==> src/sv/fpa_pkg.sv <==
package fpa_pkg;

  localparam int DEF_WORD_BITS      = 32;
  localparam int DEF_FRACTION_WIDTH = 8;
  localparam int DIV_STEPS          = 8;
  localparam int OUT_BITS           = 32;

  typedef enum logic [3:0] {
    FN_ADD      = 4'd0,
    FN_SUB      = 4'd1,
    FN_MUL      = 4'd2,
    FN_DIV      = 4'd3,
    FN_GT       = 4'd4,
    FN_LT       = 4'd5,
    FN_GE       = 4'd6,
    FN_LE       = 4'd7,
    FN_EQ       = 4'd8,
    FN_NE       = 4'd9,
    FN_MIN      = 4'd10,
    FN_MAX      = 4'd11,
    FN_INC      = 4'd12,
    FN_DEC      = 4'd13,
    FN_FROM_INT = 4'd14,
    FN_TO_INT   = 4'd15
  } func_t;

endpackage

==> src/sv/fpa_div_stage.sv <==
module fpa_div_stage #(
  parameter int WORD_BITS = fpa_pkg::DEF_WORD_BITS,
  parameter int NUM_BITS  = fpa_pkg::DEF_WORD_BITS + fpa_pkg::DEF_FRACTION_WIDTH,
  parameter int STEPS     = fpa_pkg::DIV_STEPS
) (
  input  logic                 clk,
  input  logic                 en,
  input  logic [WORD_BITS-1:0] den_in,
  input  logic [WORD_BITS-1:0] rem_in,
  input  logic [NUM_BITS-1:0]  num_in,
  input  logic [WORD_BITS-1:0] quo_in,
  output logic [WORD_BITS-1:0] den_out,
  output logic [WORD_BITS-1:0] rem_out,
  output logic [NUM_BITS-1:0]  num_out,
  output logic [WORD_BITS-1:0] quo_out
);

  logic [WORD_BITS-1:0] rem_next;
  logic [NUM_BITS-1:0]  num_next;
  logic [WORD_BITS-1:0] quo_next;

  // Restoring division, one quotient bit per step.
  always_comb begin
    logic [WORD_BITS:0] r;
    logic [NUM_BITS-1:0] n;
    logic [WORD_BITS-1:0] q;
    r = {1'b0, rem_in};
    n = num_in;
    q = quo_in;
    for (int k = 0; k < STEPS; k++) begin
      r = {r[WORD_BITS-1:0], n[NUM_BITS-1]};
      n = {n[NUM_BITS-2:0], 1'b0};
      if (r >= {1'b0, den_in}) begin
        r = r - {1'b0, den_in};
        q = {q[WORD_BITS-2:0], 1'b1};
      end else begin
        q = {q[WORD_BITS-2:0], 1'b0};
      end
    end
    rem_next = r[WORD_BITS-1:0];
    num_next = n;
    quo_next = q;
  end

  always_ff @(posedge clk) begin
    if (en) begin
      den_out <= den_in;
      rem_out <= rem_next;
      num_out <= num_next;
      quo_out <= quo_next;
    end
  end

endmodule

==> config.mk <==
export PLATFORM = sky130hd
export DESIGN_NAME = fpa_div_stage
export DESIGN_NICKNAME = d
export VERILOG_FILES = /design/src/sv/fpa_pkg.sv /design/src/sv/fpa_div_stage.sv
export SDC_FILE = /design/constraint.sdc
export NUM_CORES = 1
export LEC_CHECK = 0
export BUFFER_PORTS_ARGS = -buffer_cell sky130_fd_sc_hd__buf_4
export CORE_MARGIN = 2
export CORE_UTILIZATION = 31
export DETAILED_ROUTE_END_ITERATION = 10
export PLACE_DENSITY = 0.49
export SLEW_MARGIN = 20
export SYNTH_ARGS = -nofsm -noshare
export SYNTH_HDL_FRONTEND = slang
export SYNTH_SLANG_ARGS = --single-unit
==> constraint.sdc <==
create_clock -name clk -period 29.4 [get_ports clk]
set_input_delay 1.47 -clock clk [delete_from_list [all_inputs] [get_ports clk]]
set_output_delay 1.47 -clock clk [all_outputs]
set_load 0.05 [all_outputs]
==> results.ini <==
[timing]
setup_viol_count_final = 0
tns_ns = 0
finalWorstPathRequiredPeriod_ns = 27.79
timing.final.crit_share = 0.945
timing_hold_violations_final = 0
drv_slew = 0
achievable-frequency_mhz = 36.0
worstMarginPinSlew_ns = 0.863
grt_setup_unrepaired = false
slew-limit-headroom = 0.420

[clock_tree]
numCtsBuffers = 17
clk_root_buffer_cell = clkbuf_16
tritoncts_clock_tree = yes
hold_buffers = 0
clkSinkCount = 128
cts.reportedPaths.clkPinSlew_ns = 0.06
cts-htree-levels = 4
post-cts-setup-buffers = 0
cts_max_path_buffers = 2

[critical_path]
critPathMostFrequentCell = o21ai_0
cp_max_fo = 51
critPathKind = in -> reg
nature_of_the_critical_path_startpoint = primary input
worst_setup_path_end_kind = register
cp.arrival_ns = 27.99
cpMaxStageDelayCell = nor4_1
slowest_delay_ns = 0.90
worst-endpoint-required_ns = 29.60

[routing]
wl_per_cell_um = 18.8
final_antenna_net_count = 0
drt_iter0_markers = 1253
postRouteWirelength_mm = 66.5
drc_errors = 0
detail_route.vias_per_cell = 5.28
detail_route.first_pass.iterations = 8
route.vias.total = 18700

[yosys]
synth_mux_area_frac = 0.114
synth-seq-cells = 128
synth_compound_area_frac = 0.224
synthesized_area_per_cell_um2 = 8.60
synthXorXnorAreaFrac = 0.0984
synthSimpleGateAreaFrac = 0.153
asyncSetResetFlopFracSynth = 0
synth_sequential_area_ratio = 0.198
synth_top_family_by_area = compound AO/OA/AOI/OAI gates
synth_cell_types = 85
post_synth_inst_count = 2256
yosys.area_share.adder = 0.173
syn-cell-area_um2 = 19400
yosys_warnings = 0
synth_top_flop_cell = edfxtp_1
synth_edf_count = 128

[outcome]
outcome = completed

[die]
rows = 91
fp.coreArea_um2 = 61800
die_x_um = 254
floorplan.initialDensity = 0.314
io_pins = 274
dieHeight_um = 254
die-area_um2 = 64600

[flow_run]
drv_cap = 0

[finish]
utilization = 0.393
syn_to_final_growth_pct = 25.3
most-common-layout-cells = buf_4, ha_1, a21oi_1, nand2_1, xnor2_1
layout.cells.most_common = buf_4
multi_input_gate_area_um2 = 14900
nNetsFinal = 3085
inserted_diodes = 0
seq_area_um2 = 3840
drive_gt1_frac = 0.260
n_fill_cell = 6280

[place]
dp.final_hpwl_mm = 55.4
place_congestion = 0.894
portBuffers = 257

[hold_path]
hold_end = num_out[20]
min_path_type = in -> reg
hold_path_depth = 1
min_from = num_in[12]

[global_route]
grt_pass1_wl_mm = 100
remaining_global_route_overflow = 0
grt_max_degree = 69
grt_antenna_before_repair = 0
via_count_of_the_first_global_routing_pass = 17900
grtUsageTotal = 0.202

layout make-up:
| cell class | instances | share of cell area |
|---|---|---|
| Timing Repair Buffer | 454 | 0.142 |
| Tap cell | 837 | 0.0431 |
| Inverter | 118 | 0.0185 |
| Multi-Input combinational cell | 1964 | 0.612 |
| Clock inverter | 14 | 0.00931 |
| Clock buffer | 18 | 0.0176 |
| Sequential cell | 128 | 0.158 |
synthesized netlist by cell type (7+ instances only):
| cell type | count | area [um2] |
|---|---|---|
| buf_2 | 19 | 95.1 |
| o21bai_1 | 32 | 240 |
| a21o_1 | 104 | 781 |
| xnor2_1 | 146 | 1280 |
| buf_4 | 12 | 90.1 |
| and3_1 | 13 | 81.3 |
| edfxtp_1 | 128 | 3840 |
| mux2_2 | 140 | 1580 |
| nand4_1 | 38 | 238 |
| a31o_2 | 7 | 61.3 |
| nor3_1 | 54 | 270 |
| xor2_1 | 72 | 631 |
| a21boi_0 | 8 | 60.1 |
| a211oi_1 | 18 | 135 |
| or2_2 | 12 | 75.1 |
| ha_1 | 256 | 3200 |
| mux2i_1 | 21 | 210 |
| nand2_1 | 159 | 597 |
| nor2_1 | 142 | 533 |
| a31oi_1 | 26 | 163 |
| o21ai_0 | 134 | 671 |
| fa_1 | 8 | 160 |
| clkbuf_1 | 15 | 56.3 |
| o211ai_1 | 21 | 158 |
| a21oi_1 | 223 | 1120 |
| nand2b_1 | 39 | 244 |
| nor2b_1 | 26 | 163 |
| nand3_1 | 42 | 210 |
| mux2_4 | 27 | 405 |
| and2_1 | 10 | 62.6 |
| o31ai_1 | 8 | 60.1 |
| and4_1 | 7 | 61.3 |
| or3_1 | 15 | 93.8 |
| o21a_1 | 38 | 285 |
| inv_1 | 116 | 435 |
| nor4_1 | 16 | 100 |
per-layer routing:
| layer | share of wire | track usage | up-vias | wire length [um] |
|---|---|---|---|---|
| met1 | 0.45 | 0.263 | 8782 | 29800 |
| met5 | 0 | 0 | - | 0 |
| met4 | 0.030 | 0.0709 | 0 | 2010 |
| li1 | - | - | 9294 | - |
| met2 | 0.47 | 0.344 | 516 | 31500 |
| met3 | 0.047 | 0.0233 | 79 | 3150 |
how the worst max path moves through the flow:
stage,depth (start not counted),slack (ns),endpoint,startpoint
2_1_floorplan,121,3.23,rem_out[23],den_in[1]
3_3_place_gp,118,1.68,rem_out[14],den_in[25]
3_5_place_dp,117,1.59,rem_out[31],den_in[2]
4_1_cts,117,1.92,rem_out[14],den_in[2]
5_1_grt,119,0.05,rem_out[7],den_in[1]
6_report,115,1.61,rem_out[9],den_in[25]
state kept, by name (all words and copies together) (netlist names):
signal,count
quo_out,32
den_out,32
rem_out,32
num_out,32
stage by stage:
| stage | instance area, um2 | cells | setup slack (ns) | hold WS, ns |
|---|---|---|---|---|
| global placement | 23700 | 3501 | 1.68 | 1.65 |
| detailed placement | 23700 | 3501 | 1.59 | 1.65 |
| finish | 24300 | 3533 | 1.61 | 1.19 |
| CTS | 24300 | 3533 | 1.92 | 1.13 |
| floorplan | 19400 | 2263 | 3.23 | 1.57 |
| global route | 24300 | 3533 | 0.0488 | 1.15 |
kinds of logic after synthesis:
group | count (synthesis)
other | 1
multiplexers | 189
adder cells (fa/ha/maj) | 264
flip-flops | 128
AO/OA/AOI/OAI | 685
AND/OR/NAND/NOR | 600
buffers and inverters | 171
XOR/XNOR | 218
what timing repair did:
item                                   CTS  global route
setup endpoints to repair                0            32
endpoints found under the hold margin    0             0
resized for setup                        0             5
worst max-delay path, delay by kind of cell:
family                   cells  cell delay (ns)
AO/OA/AOI/OAI               52            11.87
AND/OR/NAND/NOR             31             7.01
buffers and inverters       18             3.12
adder cells (fa/ha/maj)      8             2.49
multiplexers                 6             1.83
Power is left out: the tool's default activity adds up to more than one toggle a clock period on the data nets, which glitch-free logic cannot reach.
